$ cat src/clbgr_pkg.sv
package clbgr_pkg;

  localparam int unsigned SlotW = 3;
  localparam int unsigned ColW  = 6;
  localparam int unsigned RowW  = 2;
  localparam int unsigned LenW  = 5;
  localparam int unsigned PctW  = 18;
  localparam int unsigned CntW  = 10;   // signed fill count, -153..306
  localparam int unsigned ProdW = 22;   // (5*len-2)*|p| < 2^22
  localparam int unsigned QuoW  = 9;    // |count| <= 306

  localparam logic [1:0] CFG_START  = 2'd0;
  localparam logic [1:0] CFG_MIDDLE = 2'd1;
  localparam logic [1:0] CFG_END    = 2'd2;

  localparam logic signed [PctW-1:0] P_MIN = -18'sd10000;
  localparam logic signed [PctW-1:0] P_MAX = 18'sd20000;
  // ceil(2^34 / 10000); exact quotient for any product below 2^22
  localparam logic [20:0] DIV_RECIP = 21'd1717987;
  localparam int unsigned DIV_SHIFT = 34;
  localparam logic [7:0] FULL_BLOCK = 8'hFF;

  localparam logic [39:0] G_SINGLE = {5'h1F, 5'h11, 5'h11, 5'h11, 5'h11, 5'h11, 5'h11, 5'h1F};
  localparam logic [39:0] G_START  = {5'h1F, 5'h10, 5'h10, 5'h10, 5'h10, 5'h10, 5'h10, 5'h1F};
  localparam logic [39:0] G_END    = {5'h1F, 5'h01, 5'h01, 5'h01, 5'h01, 5'h01, 5'h01, 5'h1F};
  localparam logic [39:0] G_MIDDLE = {5'h1F, 5'h00, 5'h00, 5'h00, 5'h00, 5'h00, 5'h00, 5'h1F};
  localparam logic [39:0] G_OVER   = {5'h1F, 5'h0B, 5'h15, 5'h1A, 5'h1A, 5'h15, 5'h0B, 5'h1F};
  localparam logic [39:0] G_UNDER  = {5'h00, 5'h05, 5'h0A, 5'h14, 5'h14, 5'h0A, 5'h05, 5'h00};

  typedef struct packed {
    logic [SlotW-1:0] start_slot;
    logic [SlotW-1:0] middle_slot;
    logic [SlotW-1:0] end_slot;
  } cfg_t;

  // one classified bar, handed from front to back
  typedef struct packed {
    logic [SlotW-1:0]       slot;
    logic [ColW-1:0]        col;
    logic [RowW-1:0]        row;
    logic [LenW-1:0]        len;
    logic signed [CntW-1:0] cnt;
  } job_t;

  typedef enum logic [1:0] {
    F_IDLE,
    F_MUL,
    F_DIV,
    F_PUSH
  } front_state_e;

endpackage

$ cat src/clbgr_front.sv
module clbgr_front import clbgr_pkg::*; #(
  parameter int unsigned MAX_CELLS = 20
) (
  input  logic                   clk_i,
  input  logic                   rst_ni,
  input  logic                   in_valid_i,
  output logic                   in_ready_o,
  input  logic [SlotW-1:0]       glyph_slot_i,
  input  logic [ColW-1:0]        pos_col_i,
  input  logic [RowW-1:0]        pos_row_i,
  input  logic [LenW-1:0]        bar_length_i,
  input  logic signed [PctW-1:0] percent_hundredths_i,
  output logic                   push_valid_o,
  input  logic                   push_ready_i,
  output job_t                   push_job_o
);

  localparam logic [6:0] MaxCells = 7'(MAX_CELLS);

  front_state_e state_q, state_d;

  logic [SlotW-1:0] slot_q;
  logic [ColW-1:0]  col_q;
  logic [RowW-1:0]  row_q;
  logic [LenW-1:0]  len_q;
  logic [14:0]      mag_q;
  logic             neg_q;
  logic [ProdW-1:0] prod_q, prod_d;
  logic [QuoW-1:0]  quo_q, quo_d;

  logic [LenW-1:0]        len_sat;
  logic signed [PctW-1:0] p_clamp;
  logic [15:0]            p16;
  logic [15:0]            p_abs;
  logic [7:0]             mul_len;
  logic [22:0]            prod;
  logic [ProdW+20:0]      recip_prod;
  logic                   accept;
  logic signed [CntW-1:0] quo_s;

  assign len_sat = ({2'b0, bar_length_i} > MaxCells) ? MaxCells[LenW-1:0] : bar_length_i;

  always_comb begin
    if (percent_hundredths_i < P_MIN) begin
      p_clamp = P_MIN;
    end else if (percent_hundredths_i > P_MAX) begin
      p_clamp = P_MAX;
    end else begin
      p_clamp = percent_hundredths_i;
    end
  end

  assign p16   = p_clamp[15:0];
  assign p_abs = p16[15] ? (16'd0 - p16) : p16;

  assign mul_len = ({3'b0, len_q} << 2) + {3'b0, len_q} - 8'd2;
  assign prod    = mul_len * mag_q;

  // divide by 10000 as a multiply by the scaled reciprocal
  assign recip_prod = prod_q * DIV_RECIP;

  assign accept = in_valid_i && in_ready_o;

  always_comb begin
    state_d      = state_q;
    prod_d       = prod_q;
    quo_d        = quo_q;
    in_ready_o   = 1'b0;
    push_valid_o = 1'b0;
    case (state_q)
      F_IDLE: begin
        in_ready_o = 1'b1;
        if (in_valid_i && (len_sat != '0)) begin
          state_d = F_MUL;
        end
      end
      F_MUL: begin
        prod_d  = prod[ProdW-1:0];
        state_d = F_DIV;
      end
      F_DIV: begin
        quo_d   = recip_prod[DIV_SHIFT +: QuoW];
        state_d = F_PUSH;
      end
      F_PUSH: begin
        push_valid_o = 1'b1;
        if (push_ready_i) begin
          state_d = F_IDLE;
        end
      end
      default: state_d = F_IDLE;
    endcase
  end

  always_ff @(posedge clk_i or negedge rst_ni) begin
    if (!rst_ni) begin
      state_q <= F_IDLE;
    end else begin
      state_q <= state_d;
    end
  end

  always_ff @(posedge clk_i) begin
    prod_q <= prod_d;
    quo_q  <= quo_d;
    if (accept) begin
      slot_q <= glyph_slot_i;
      col_q  <= pos_col_i;
      row_q  <= pos_row_i;
      len_q  <= len_sat;
      mag_q  <= p_abs[14:0];
      neg_q  <= p16[15];
    end
  end

  assign quo_s = $signed({1'b0, quo_q});

  always_comb begin
    push_job_o.slot = slot_q;
    push_job_o.col  = col_q;
    push_job_o.row  = row_q;
    push_job_o.len  = len_q;
    push_job_o.cnt  = neg_q ? -quo_s : quo_s;
  end

endmodule

$ cat src/clbgr_queue.sv
module clbgr_queue import clbgr_pkg::*; (
  input  logic clk_i,
  input  logic rst_ni,
  input  logic push_i,
  input  job_t push_job_i,
  output logic full_o,
  input  logic pop_i,
  output logic empty_o,
  output job_t head_o
);

  job_t       mem_q [2];
  logic       wr_ptr_q, rd_ptr_q;
  logic [1:0] count_q;
  logic       do_push, do_pop;

  assign full_o  = (count_q == 2'd2);
  assign empty_o = (count_q == 2'd0);
  assign do_push = push_i && !full_o;
  assign do_pop  = pop_i && !empty_o;
  assign head_o  = mem_q[rd_ptr_q];

  always_ff @(posedge clk_i or negedge rst_ni) begin
    if (!rst_ni) begin
      wr_ptr_q <= 1'b0;
      rd_ptr_q <= 1'b0;
      count_q  <= 2'd0;
    end else begin
      if (do_push) begin
        wr_ptr_q <= ~wr_ptr_q;
      end
      if (do_pop) begin
        rd_ptr_q <= ~rd_ptr_q;
      end
      count_q <= count_q + {1'b0, do_push} - {1'b0, do_pop};
    end
  end

  always_ff @(posedge clk_i) begin
    if (do_push) begin
      mem_q[wr_ptr_q] <= push_job_i;
    end
  end

endmodule

$ cat src/clbgr_back.sv
module clbgr_back import clbgr_pkg::*; (
  input  logic        clk_i,
  input  logic        rst_ni,
  input  cfg_t        cfg_i,
  input  logic        empty_i,
  input  job_t        head_i,
  output logic        pop_o,
  output logic        out_valid_o,
  input  logic        out_ready_i,
  output logic [6:0]  cell_column_o,
  output logic [1:0]  cell_row_o,
  output logic [7:0]  char_code_o,
  output logic        define_glyph_o,
  output logic [39:0] glyph_bits_o,
  output logic        last_cell_o
);

  logic                   busy_q;
  job_t                   job_q;
  logic [LenW-1:0]        idx_q;
  logic signed [CntW-1:0] cnt_q;
  logic                   out_valid_q;

  logic                   advance;
  logic                   first, last;
  logic [2:0]             cap;
  logic signed [CntW-1:0] cap_s, cnt_sub, cnt_nxt;
  logic [7:0]             code;
  logic                   def;
  logic [39:0]            bits, base;
  logic [4:0]             mask;

  assign advance = !out_valid_q || out_ready_i;
  assign pop_o   = !busy_q && !empty_i;

  assign first   = (idx_q == '0);
  assign last    = (idx_q == job_q.len - 5'd1);
  assign cap     = 3'd5 - {2'b0, first} - {2'b0, last};
  assign cap_s   = $signed({7'b0, cap});
  assign cnt_sub = cnt_q - cap_s;

  always_comb begin
    if (first && last) begin
      base = G_SINGLE;
    end else if (first) begin
      base = G_START;
    end else if (last) begin
      base = G_END;
    end else begin
      base = G_MIDDLE;
    end
    // leftmost cnt dot columns, moved right past the start frame column
    mask = (~(5'h1F >> cnt_q[2:0])) >> first;
  end

  always_comb begin
    code    = {5'b0, job_q.slot};
    def     = 1'b1;
    bits    = '0;
    cnt_nxt = cnt_q;
    if (cnt_q == '0) begin
      if (first && last) begin
        bits = G_SINGLE;
      end else begin
        def = 1'b0;
        if (first) begin
          code = {5'b0, cfg_i.start_slot};
        end else if (last) begin
          code = {5'b0, cfg_i.end_slot};
        end else begin
          code = {5'b0, cfg_i.middle_slot};
        end
      end
    end else if (cnt_q >= cap_s) begin
      cnt_nxt = cnt_sub;
      if ((cnt_sub > 0) && last) begin
        bits = G_OVER;
      end else begin
        def  = 1'b0;
        code = FULL_BLOCK;
      end
    end else if ((cnt_q < 0) && first) begin
      cnt_nxt = '0;
      bits    = G_UNDER;
    end else begin
      cnt_nxt = '0;
      bits    = base | {5'b0, {6{mask}}, 5'b0};
    end
  end

  always_ff @(posedge clk_i or negedge rst_ni) begin
    if (!rst_ni) begin
      busy_q      <= 1'b0;
      out_valid_q <= 1'b0;
    end else begin
      if (pop_o) begin
        busy_q <= 1'b1;
      end else if (busy_q && advance && last) begin
        busy_q <= 1'b0;
      end
      if (busy_q && advance) begin
        out_valid_q <= 1'b1;
      end else if (out_ready_i) begin
        out_valid_q <= 1'b0;
      end
    end
  end

  always_ff @(posedge clk_i) begin
    if (pop_o) begin
      job_q <= head_i;
      idx_q <= '0;
      cnt_q <= head_i.cnt;
    end else if (busy_q && advance) begin
      idx_q <= idx_q + 5'd1;
      cnt_q <= cnt_nxt;
    end
    if (busy_q && advance) begin
      cell_column_o  <= {1'b0, job_q.col} + {2'b0, idx_q};
      cell_row_o     <= job_q.row;
      char_code_o    <= code;
      define_glyph_o <= def;
      glyph_bits_o   <= bits;
      last_cell_o    <= last;
    end
  end

  assign out_valid_o = out_valid_q;

endmodule

$ cat src/char_lcd_bar_graph_renderer.sv
// Bar-graph renderer for a 5x8-dot character display. Each accepted draw
// request yields one output beat per character cell, left to right; a
// request with zero length yields nothing. The front end takes each request
// through input register, one multiply, a reciprocal multiply for the divide
// by 10000 and hand-off, and takes no new request until the last is handed
// off; the back end then emits one cell per cycle while the output is not
// stalled. A two-entry queue lets the two overlap.
// Slot registers are written through the cfg port and must only change while
// idle.
module char_lcd_bar_graph_renderer import clbgr_pkg::*; #(
  parameter int unsigned MAX_CELLS = 20
) (
  input  logic                   clk_i,
  input  logic                   rst_ni,
  input  logic                   cfg_we_i,
  input  logic [1:0]             cfg_idx_i,
  input  logic [SlotW-1:0]       cfg_data_i,
  input  logic                   in_valid_i,
  output logic                   in_ready_o,
  input  logic [SlotW-1:0]       glyph_slot_i,
  input  logic [ColW-1:0]        pos_col_i,
  input  logic [RowW-1:0]        pos_row_i,
  input  logic [LenW-1:0]        bar_length_i,
  input  logic signed [PctW-1:0] percent_hundredths_i,
  output logic                   out_valid_o,
  input  logic                   out_ready_i,
  output logic [6:0]             cell_column_o,
  output logic [1:0]             cell_row_o,
  output logic [7:0]             char_code_o,
  output logic                   define_glyph_o,
  output logic [39:0]            glyph_bits_o,
  output logic                   last_cell_o
);

  cfg_t cfg_q;
  logic push_valid, full, empty, pop;
  job_t push_job, head;

  always_ff @(posedge clk_i or negedge rst_ni) begin
    if (!rst_ni) begin
      cfg_q.start_slot  <= 3'd0;
      cfg_q.middle_slot <= 3'd1;
      cfg_q.end_slot    <= 3'd2;
    end else if (cfg_we_i) begin
      if (cfg_idx_i == CFG_START) begin
        cfg_q.start_slot <= cfg_data_i;
      end else if (cfg_idx_i == CFG_MIDDLE) begin
        cfg_q.middle_slot <= cfg_data_i;
      end else if (cfg_idx_i == CFG_END) begin
        cfg_q.end_slot <= cfg_data_i;
      end
    end
  end

  clbgr_front #(
    .MAX_CELLS(MAX_CELLS)
  ) u_front (
    .clk_i,
    .rst_ni,
    .in_valid_i,
    .in_ready_o,
    .glyph_slot_i,
    .pos_col_i,
    .pos_row_i,
    .bar_length_i,
    .percent_hundredths_i,
    .push_valid_o(push_valid),
    .push_ready_i(!full),
    .push_job_o  (push_job)
  );

  clbgr_queue u_queue (
    .clk_i,
    .rst_ni,
    .push_i    (push_valid),
    .push_job_i(push_job),
    .full_o    (full),
    .pop_i     (pop),
    .empty_o   (empty),
    .head_o    (head)
  );

  clbgr_back u_back (
    .clk_i,
    .rst_ni,
    .cfg_i  (cfg_q),
    .empty_i(empty),
    .head_i (head),
    .pop_o  (pop),
    .out_valid_o,
    .out_ready_i,
    .cell_column_o,
    .cell_row_o,
    .char_code_o,
    .define_glyph_o,
    .glyph_bits_o,
    .last_cell_o
  );

endmodule

$ cat config.mk
export PLATFORM = sky130hd
export DESIGN_NAME = char_lcd_bar_graph_renderer
export DESIGN_NICKNAME = d
export VERILOG_FILES = /design/src/clbgr_pkg.sv /design/src/clbgr_front.sv /design/src/clbgr_queue.sv /design/src/clbgr_back.sv /design/src/char_lcd_bar_graph_renderer.sv
export SDC_FILE = /design/constraint.sdc
export NUM_CORES = 1
export LEC_CHECK = 0
export CAP_MARGIN = 25
export CORE_ASPECT_RATIO = 1.1
export CORE_MARGIN = 2
export CORE_UTILIZATION = 25
export DETAILED_ROUTE_END_ITERATION = 7
export DONT_BUFFER_PORTS = 1
export PLACE_DENSITY = 0.39
export SLEW_MARGIN = 15
export SYNTH_ARGS = -nofsm -noshare
export SYNTH_HDL_FRONTEND = slang
export SYNTH_SLANG_ARGS = --single-unit
$ cat constraint.sdc
create_clock -name clk_i -period 11.4 [get_ports clk_i]
set_input_delay 0 -clock clk_i [delete_from_list [all_inputs] [get_ports clk_i]]
set_output_delay 0 -clock clk_i [all_outputs]
set_load 0.01 [all_outputs]
==> run_results.csv, run 1 <==
group,metric,value,unit
placement,portBuffers,0,
grt,grt_pass1_wl,76.4,mm
synth,synthAdderAreaFrac,41.8,%
synth,async_flop_share,8.90,%
detailed_routing,post_drt_wl_per_cell,16.1,um
sta,layout_min_cycle_time,7.31,ns
sta,fin_skew,0.0181,ns
sta,fmax,137,MHz
synth,syn_nets,2421,
setup_path,end_kind,"flop",
outcome,status,"finished clean",
grt,grt_pass1_vias,13700,
setup_path,path_class,"flop to flop",
cts,cts_max_path_buffers,2,
placement,routabilityCongestion,0.816,
setup_path,start_kind,"flop",
min_path,hold_path.class,"input pin to flop",
detailed_routing,drt_first_pass_iters,5,
synth,synth_area,0.0202,mm2
sta,hold_violations,0,
die,num_rows,109,
cts,clk_latency,0.48,ns
die,core,0.0802,mm2
cts,h-tree-depth,4,
setup_path,crit_top_cell,"fa_1",
die,initial_core_util,25.2,%
synth,synthCells,1857,
cts,clockRootBuffer,"clkbuf_16",
setup_path,arrival,7.53,ns
cts,cts_sinks,191,
sta,max_slew.worst_pin.slew,0.922,ns
die,die_x,275,um
detailed_routing,first_iter_violations,656,
cts,cts_inserted_buffers,17,
sta,setup_violations,0,
sta,timing.slew.headroom,38.5,%
die,die_h,302,um
finish,drive_above_1_share,4.63,%
die,design.die.area,0.0830,mm2
setup_path,crit_fanout,11,
grt,antenna_found_initial,0,
synth,yosys_warnings,0,
detailed_routing,drc,0,
detailed_routing,ant_nets,0,
synth,syn_area_per_cell,10.9,um2
detailed_routing,via_count,12600,
synth,synthFlopType,"edfxtp_1",
finish,utilization,28.0,%
sta,slew_viol_final,0,
synth,synth-seq-cells,191,
sta,tns,0,ns
sta,fin_crit_sh,64.2,%
detailed_routing,vias_per_cell,4.27,
finish,fillers,8446,
grt,grt_max_degree,33,
synth,synth.distinct_cells,70,
synth,synthMuxAreaShare,2.14,%
grt,grt_usage,12.0,%
synth,synth_top_family_by_area,"adder cells",
synth,synth_xor_area_share,3.30,%
detailed_routing,postRouteWirelength,47.5,mm
sta,rsz0062_at_grt,"false",
placement,place_hpwl,40.2,mm
setup_path,cpLargestDelayFamily,"adder cells",
setup_path,cp_num_buf_inv,5,
finish,area_growth,11.3,%
setup_path,cp_slowest_stage_delay,0.57,ns
cts,cts.clk_slew.worst_paths,0.08,ns
setup_path,crit_path_top_delay_cell,"edfxtp_1",
synth,ys_seq_area_share,27.8,%
setup_path,worst-endpoint-required,11.62,ns
grt,grt_overflow,0,
job,max_cap_viol_count,0,
cts,cts_tree,"built",
finish,nets,2450,
synth,synth_edf_count,169,
synth,synthSimpleGateAreaFrac,8.88,%
die,ios,105,
synth,synth-compound-area-share,6.59,%
cts,cts_resized,0,
-- worst min-delay path, stage by stage --
cell	delay [ns]
o21ai_0	0.17
a21oi_1	0.14
nand2_1	0.06
o21ai_0	0.08
-- repair_timing --
action	CTS	global route
hold buffers	53	0
setup buffers	0	0
endpoints found under the hold margin	60	0
-- metal layers --
metal | track usage [%] | share of wire [%] | vias up
li1 | - | - | 6072
met3 | 1.55 | 2.1 | 29
met4 | 2.64 | 1.2 | 0
met1 | 16.3 | 47 | 6343
met5 | 0 | 0 | -
met2 | 20.3 | 50 | 155
-- worst paths after layout --
path                                       start                    to  slack [ns]  cells after the start
worst max-delay path            u_front.len_q[1]    u_front.prod_q[21]        4.09                     25
worst min-delay path                  in_valid_i    u_front.state_q[1]        0.02                      4
worst max register to register  u_front.len_q[1]    u_front.prod_q[21]        4.09                     25
worst min register to register  u_back.job_q[16]  u_back.cell_row_o[1]        0.44                      0
max in group asynchronous                 rst_ni    u_back.out_valid_o       10.77                      1
min in group asynchronous                 rst_ni      u_queue.rd_ptr_q        0.08                      1
-- synth_stat cells, types with 11 or more instances --
cell / instances / area share, %
a21o_1: 18 / 0.67
a21oi_1: 63 / 1.6
and2_1: 79 / 2.4
buf_4: 31 / 1.2
clkbuf_1: 20 / 0.37
dfrtp_1: 15 / 1.9
edfxtp_1: 169 / 25
fa_1: 256 / 25
ha_1: 264 / 16
inv_1: 429 / 8.0
mux2_2: 25 / 1.4
mux2i_1: 15 / 0.74
nand2_1: 100 / 1.9
nand2b_1: 11 / 0.34
nand3_1: 16 / 0.40
nand4_1: 13 / 0.40
nor2_1: 49 / 0.91
nor2b_1: 12 / 0.37
nor3_1: 17 / 0.42
o21ai_0: 39 / 0.97
xnor2_1: 47 / 2.0
xor2_1: 29 / 1.3
-- placed cells by master, fill, tap and decap left out, types with 6 or more instances in the layout --
cell type      netlist  routed
inv_1              429     429
ha_1               264     264
fa_1               256     256
edfxtp_1           169     169
nand2_1            100     100
and2_1              79      78
a21oi_1             63      63
dlygate4sd3_1        0      53
nor2_1              49      48
xnor2_1             47      47
o21ai_0             39      39
xor2_1              29      29
mux2_2              25      25
a21o_1              18      18
nor3_1              17      17
clkbuf_16            0      17
nand3_1             16      16
mux2i_1             15      15
dfrtp_1             15      15
nand4_1             13      13
nor2b_1             12      12
nand2b_1            11      11
o31ai_1              9       9
o22ai_1              9       9
buf_4               31       9
and3_1               8       8
o21bai_1             8       8
nand3b_1             8       8
o21a_1               7       7
o211ai_1             6       6
-- sequential cells by signal, summed over array words and instances, names as in the netlist, 2 cells and up --
signal / flops
cfg_q: 9
u_back.cell_column_o: 7
u_back.cell_row_o: 2
u_back.char_code_o: 4
u_back.cnt_q: 10
u_back.glyph_bits_o: 13
u_back.idx_q: 5
u_back.job_q: 16
u_front.col_q: 6
u_front.len_q: 5
u_front.mag_q: 15
u_front.prod_q: 22
u_front.quo_q: 9
u_front.row_q: 2
u_front.slot_q: 3
u_front.state_q: 2
u_queue.count_q: 2
u_queue.mem_q: 52
-- cell type report --
class / count / area (um2) / area share (%)
Clock buffer: 17 / 425 / 1.89
Sequential cell: 191 / 5600 / 24.9
Multi-Input combinational cell: 1182 / 12700 / 56.3
Antenna cell: 1 / 2.50 / 0.0111
Inverter: 431 / 1620 / 7.20
Timing Repair Buffer: 63 / 613 / 2.73
Tap cell: 1054 / 1320 / 5.87
Clock inverter: 15 / 224 / 0.997
-- kinds of logic after synthesis --
family	after synthesis
xor gates and xnor gates	76
and+or+nand+nor	343
AOI/OAI and AO/OA	203
DFF	191
muxes	40
adders and majority gates	520
buffers and inverters	484
-- per-stage QoR --
step | area (um2) | hold slack [ns] | setup slack, ns | std cells
after floorplan | 20200 | -0.296 | 4.94 | 1857
after global placement | 21200 | -0.295 | 3.97 | 2864
after detailed placement | 21300 | -0.295 | 4.08 | 2867
after CTS | 22400 | 0.0134 | 4.04 | 2952
after global routing | 22500 | 0.0456 | 3.62 | 2953
final | 22500 | 0.0235 | 4.09 | 2954
Power of run 1 is left out: the tool's default activity adds up to more than one toggle a clock period on the data nets, which glitch-free logic cannot reach.
==> inputs of run 2 (changes only) <==
--- a/config.mk
+++ b/config.mk
@@ -5,6 +5,7 @@
 export SDC_FILE = /design/constraint.sdc
 export NUM_CORES = 1
 export LEC_CHECK = 0
+export ABC_AREA = 1
 export CAP_MARGIN = 25
 export CORE_ASPECT_RATIO = 1.1
 export CORE_MARGIN = 2
==> constraint.sdc (replaced) <==
create_clock -name clk_i -period 7.6 [get_ports clk_i]
set_input_delay 0 -clock clk_i [delete_from_list [all_inputs] [get_ports clk_i]]
set_output_delay 0 -clock clk_i [all_outputs]
set_load 0.01 [all_outputs]
==> run 2 against run 1 <==
  * Synthesized area increased by 5.2%
  * Design area increased by 4.6%
  * Setup slack got worse by 3.5 ns
  * Non-clock buffer count decreased by 4
  * Sequential share of layout area decreased by 1.1 points
  * Final cell count increased by 19%
  * Maximum frequency increased by 4.3%
  * Critical endpoint is now u_front.prod_q[19]
==> run_results.csv, run 2 <==
group,metric,value,unit
sta,hold_violations,0,
sta,worst_slack,0.588,ns
die,ios,105,
finish,mostFrequentLayoutCells,"inv_1 (600), nand2_1 (389), ha_1 (264)",
synth,yosys-top-cells-count,"inv_1 (600), nand2_1 (389), ha_1 (264)",
cts,cts_max_path_buffers,2,
grt,grt_pass1_wl,88.3,mm
detailed_routing,first_iter_violations,705,
detailed_routing,ant_nets,0,
setup_path,worst-endpoint-required,7.79,ns
cts,clockRootBuffer,"clkbuf_16",
synth,synthCells,2324,
setup_path,crit_fanout,12,
grt,grt_overflow,0,
detailed_routing,vias_per_cell,4.18,
sta,tns,0,ns
outcome,status,"finished clean",
die,design.die.area,0.0873,mm2
min_path,hold_path.class,"input pin to flop",
detailed_routing,drt_first_pass_iters,5,
placement,placed_cells,3418,
die,die_x,282,um
setup_path,r2r_start,"u_front.len_q[1]",
sta,rsz0062_at_grt,"false",
setup_path,end_kind,"flop",
setup_path,r2r-end,"u_front.prod_q[19]",
detailed_routing,postRouteWirelength,56.2,mm
sta,max_slew.worst_pin.slew,0.953,ns
synth,synth_xor_area_share,3.01,%
cts,clk_latency,0.45,ns
synth,syn_nets,2888,
synth,synthFlopType,"edfxtp_1",
synth,synth-seq-cells,191,
min_path,worstHoldStart,"percent_hundredths_i[6]",
synth,synthAdderAreaFrac,39.7,%
sta,timing.slew.headroom,36.6,%
die,core,0.0845,mm2
sta,layout_min_cycle_time,7.01,ns
die,die_h,310,um
placement,place_hpwl,48.3,mm
synth,synth_top_area_share,24.1,%
grt,grt_pass1_vias,15500,
sta,fin_crit_sh,92.3,%
placement,portBuffers,0,
synth,async_flop_share,8.90,%
detailed_routing,drc,0,
cts,cts_resized,0,
detailed_routing,post_drt_wl_per_cell,16.1,um
setup_path,start_kind,"flop",
synth,synth_top_family_by_area,"adder cells",
placement,routabilityCongestion,0.890,
synth,ys_seq_area_share,26.4,%
sta,fin_skew,0.0261,ns
setup_path,reg2reg_depth,25,
finish,drive_above_1_share,2.75,%
finish,top_regs,"u_queue.mem_q x52, u_front.prod_q x22, u_back.job_q x16",
finish,area_growth,10.7,%
setup_path,path_class,"flop to flop",
grt,grt_usage,13.2,%
synth,synth.distinct_cells,51,
die,num_rows,112,
synth,syn_area_per_cell,9.13,um2
synth,synth_edf_count,169,
placement,post-place-ws,0.538,ns
job,max_cap_viol_count,0,
cts,cts.clk_slew.worst_paths,0.07,ns
sta,slew_viol_final,0,
synth,synth_area_leaders,"fa_1 (24%), edfxtp_1 (24%), ha_1 (16%)",
finish,nets,2912,
min_path,hold_path_end,"u_front.mag_q[7]",
grt,antenna_found_initial,0,
detailed_routing,via_count,14600,
finish,instances_no_fill,3501,
setup_path,reg2reg_slack,0.59,ns
synth,synth.most_common_cell,"inv_1",
setup_path,arrival,7.20,ns
synth,synthSimpleGateAreaFrac,13.5,%
finish,antennaDiodeCount,0,
synth,yosys_warnings,0,
finish,final_common_cell,"inv_1",
setup_path,crit_start,"u_front.len_q[1]",
die,initial_core_util,25.1,%
sta,fmax,143,MHz
finish,utilization,27.8,%
cts,h-tree-depth,4,
finish,largest_reg_flops,52,
cts,cts_inserted_buffers,17,
grt,grt_max_degree,33,
synth,synth_area_leader_cell,"fa_1",
cts,cts_sinks,191,
synth,synth_area,0.0212,mm2
cts,cts_tree,"built",
synth,synthMuxAreaShare,0,%
sta,setup_violations,0,
synth,synth-compound-area-share,5.11,%
min_path,hold_depth,6,
finish,regMostFlops,"u_queue.mem_q",
run 2: worst max-delay path by stage:
stage                               endpoint  slack (ns)
final                     u_front.prod_q[19]        0.59
after global routing      u_front.prod_q[19]        0.01
after CTS                 u_front.prod_q[19]        0.52
after detailed placement  u_front.prod_q[19]        0.54
after global placement    u_front.prod_q[19]        0.70
after floorplan           u_front.prod_q[19]        1.09
run 2: layout make-up:
type	count	area [um2]
Inverter	604	2270
Tap cell	1140	1430
Fill cell	9039	61000
Clock inverter	14	165
Multi-Input combinational cell	1475	13000
Timing Repair Buffer	59	581
Clock buffer	18	429
Sequential cell	191	5600
run 2: what timing repair did:
action                                 CTS  global route
endpoints found under the hold margin   61             5
buffers inserted                         0             0
hold buffers                            48             1
run 2: worst max-delay path: stages (launching register included):
cell	delay, ns
edfxtp_1	0.58
clkinv_1	0.36
ha_1	0.39
inv_1	0.06
fa_1	0.46
nand2_1	0.08
nand2_1	0.05
a21oi_1	0.12
inv_1	0.06
or2_2	0.26
nand2_1	0.40
inv_1	0.18
nand2_1	0.12
fa_1	0.45
fa_1	0.51
fa_1	0.53
fa_1	0.54
inv_1	0.04
ha_1	0.35
nand2_1	0.09
nor3_1	0.23
nand2_1	0.12
o211ai_1	0.31
a21oi_1	0.16
o21ai_0	0.21
xor2_1	0.09
run 2: metrics by stage:
step | hold slack (ns) | instance area, um2
2_1_floorplan | -0.296 | 21200
6_report | 0.0335 | 23500
5_1_grt | 0.0332 | 23500
3_5_place_dp | -0.295 | 22400
3_3_place_gp | -0.295 | 22400
4_1_cts | 0.00233 | 23500
run 2: logic make-up (layout without fill, tap and decap cells):
kind of cell,after synthesis,in the layout
simple gates,682,682
buf+inv,658,695
fa+ha+maj,520,520
compound gates,200,200
flops,191,191
xor+xnor,73,73
run 2: metal layers:
metal | global-route usage (%) | vias up | part of all wire (%)
met2 | 23.2 | 215 | 50
met1 | 17.4 | 7185 | 46
met4 | 2.92 | 0 | 1.6
met5 | 0 | - | 0
met3 | 1.60 | 32 | 2.4
li1 | - | 7208 | -
Power of run 2 is left out for the same reason.
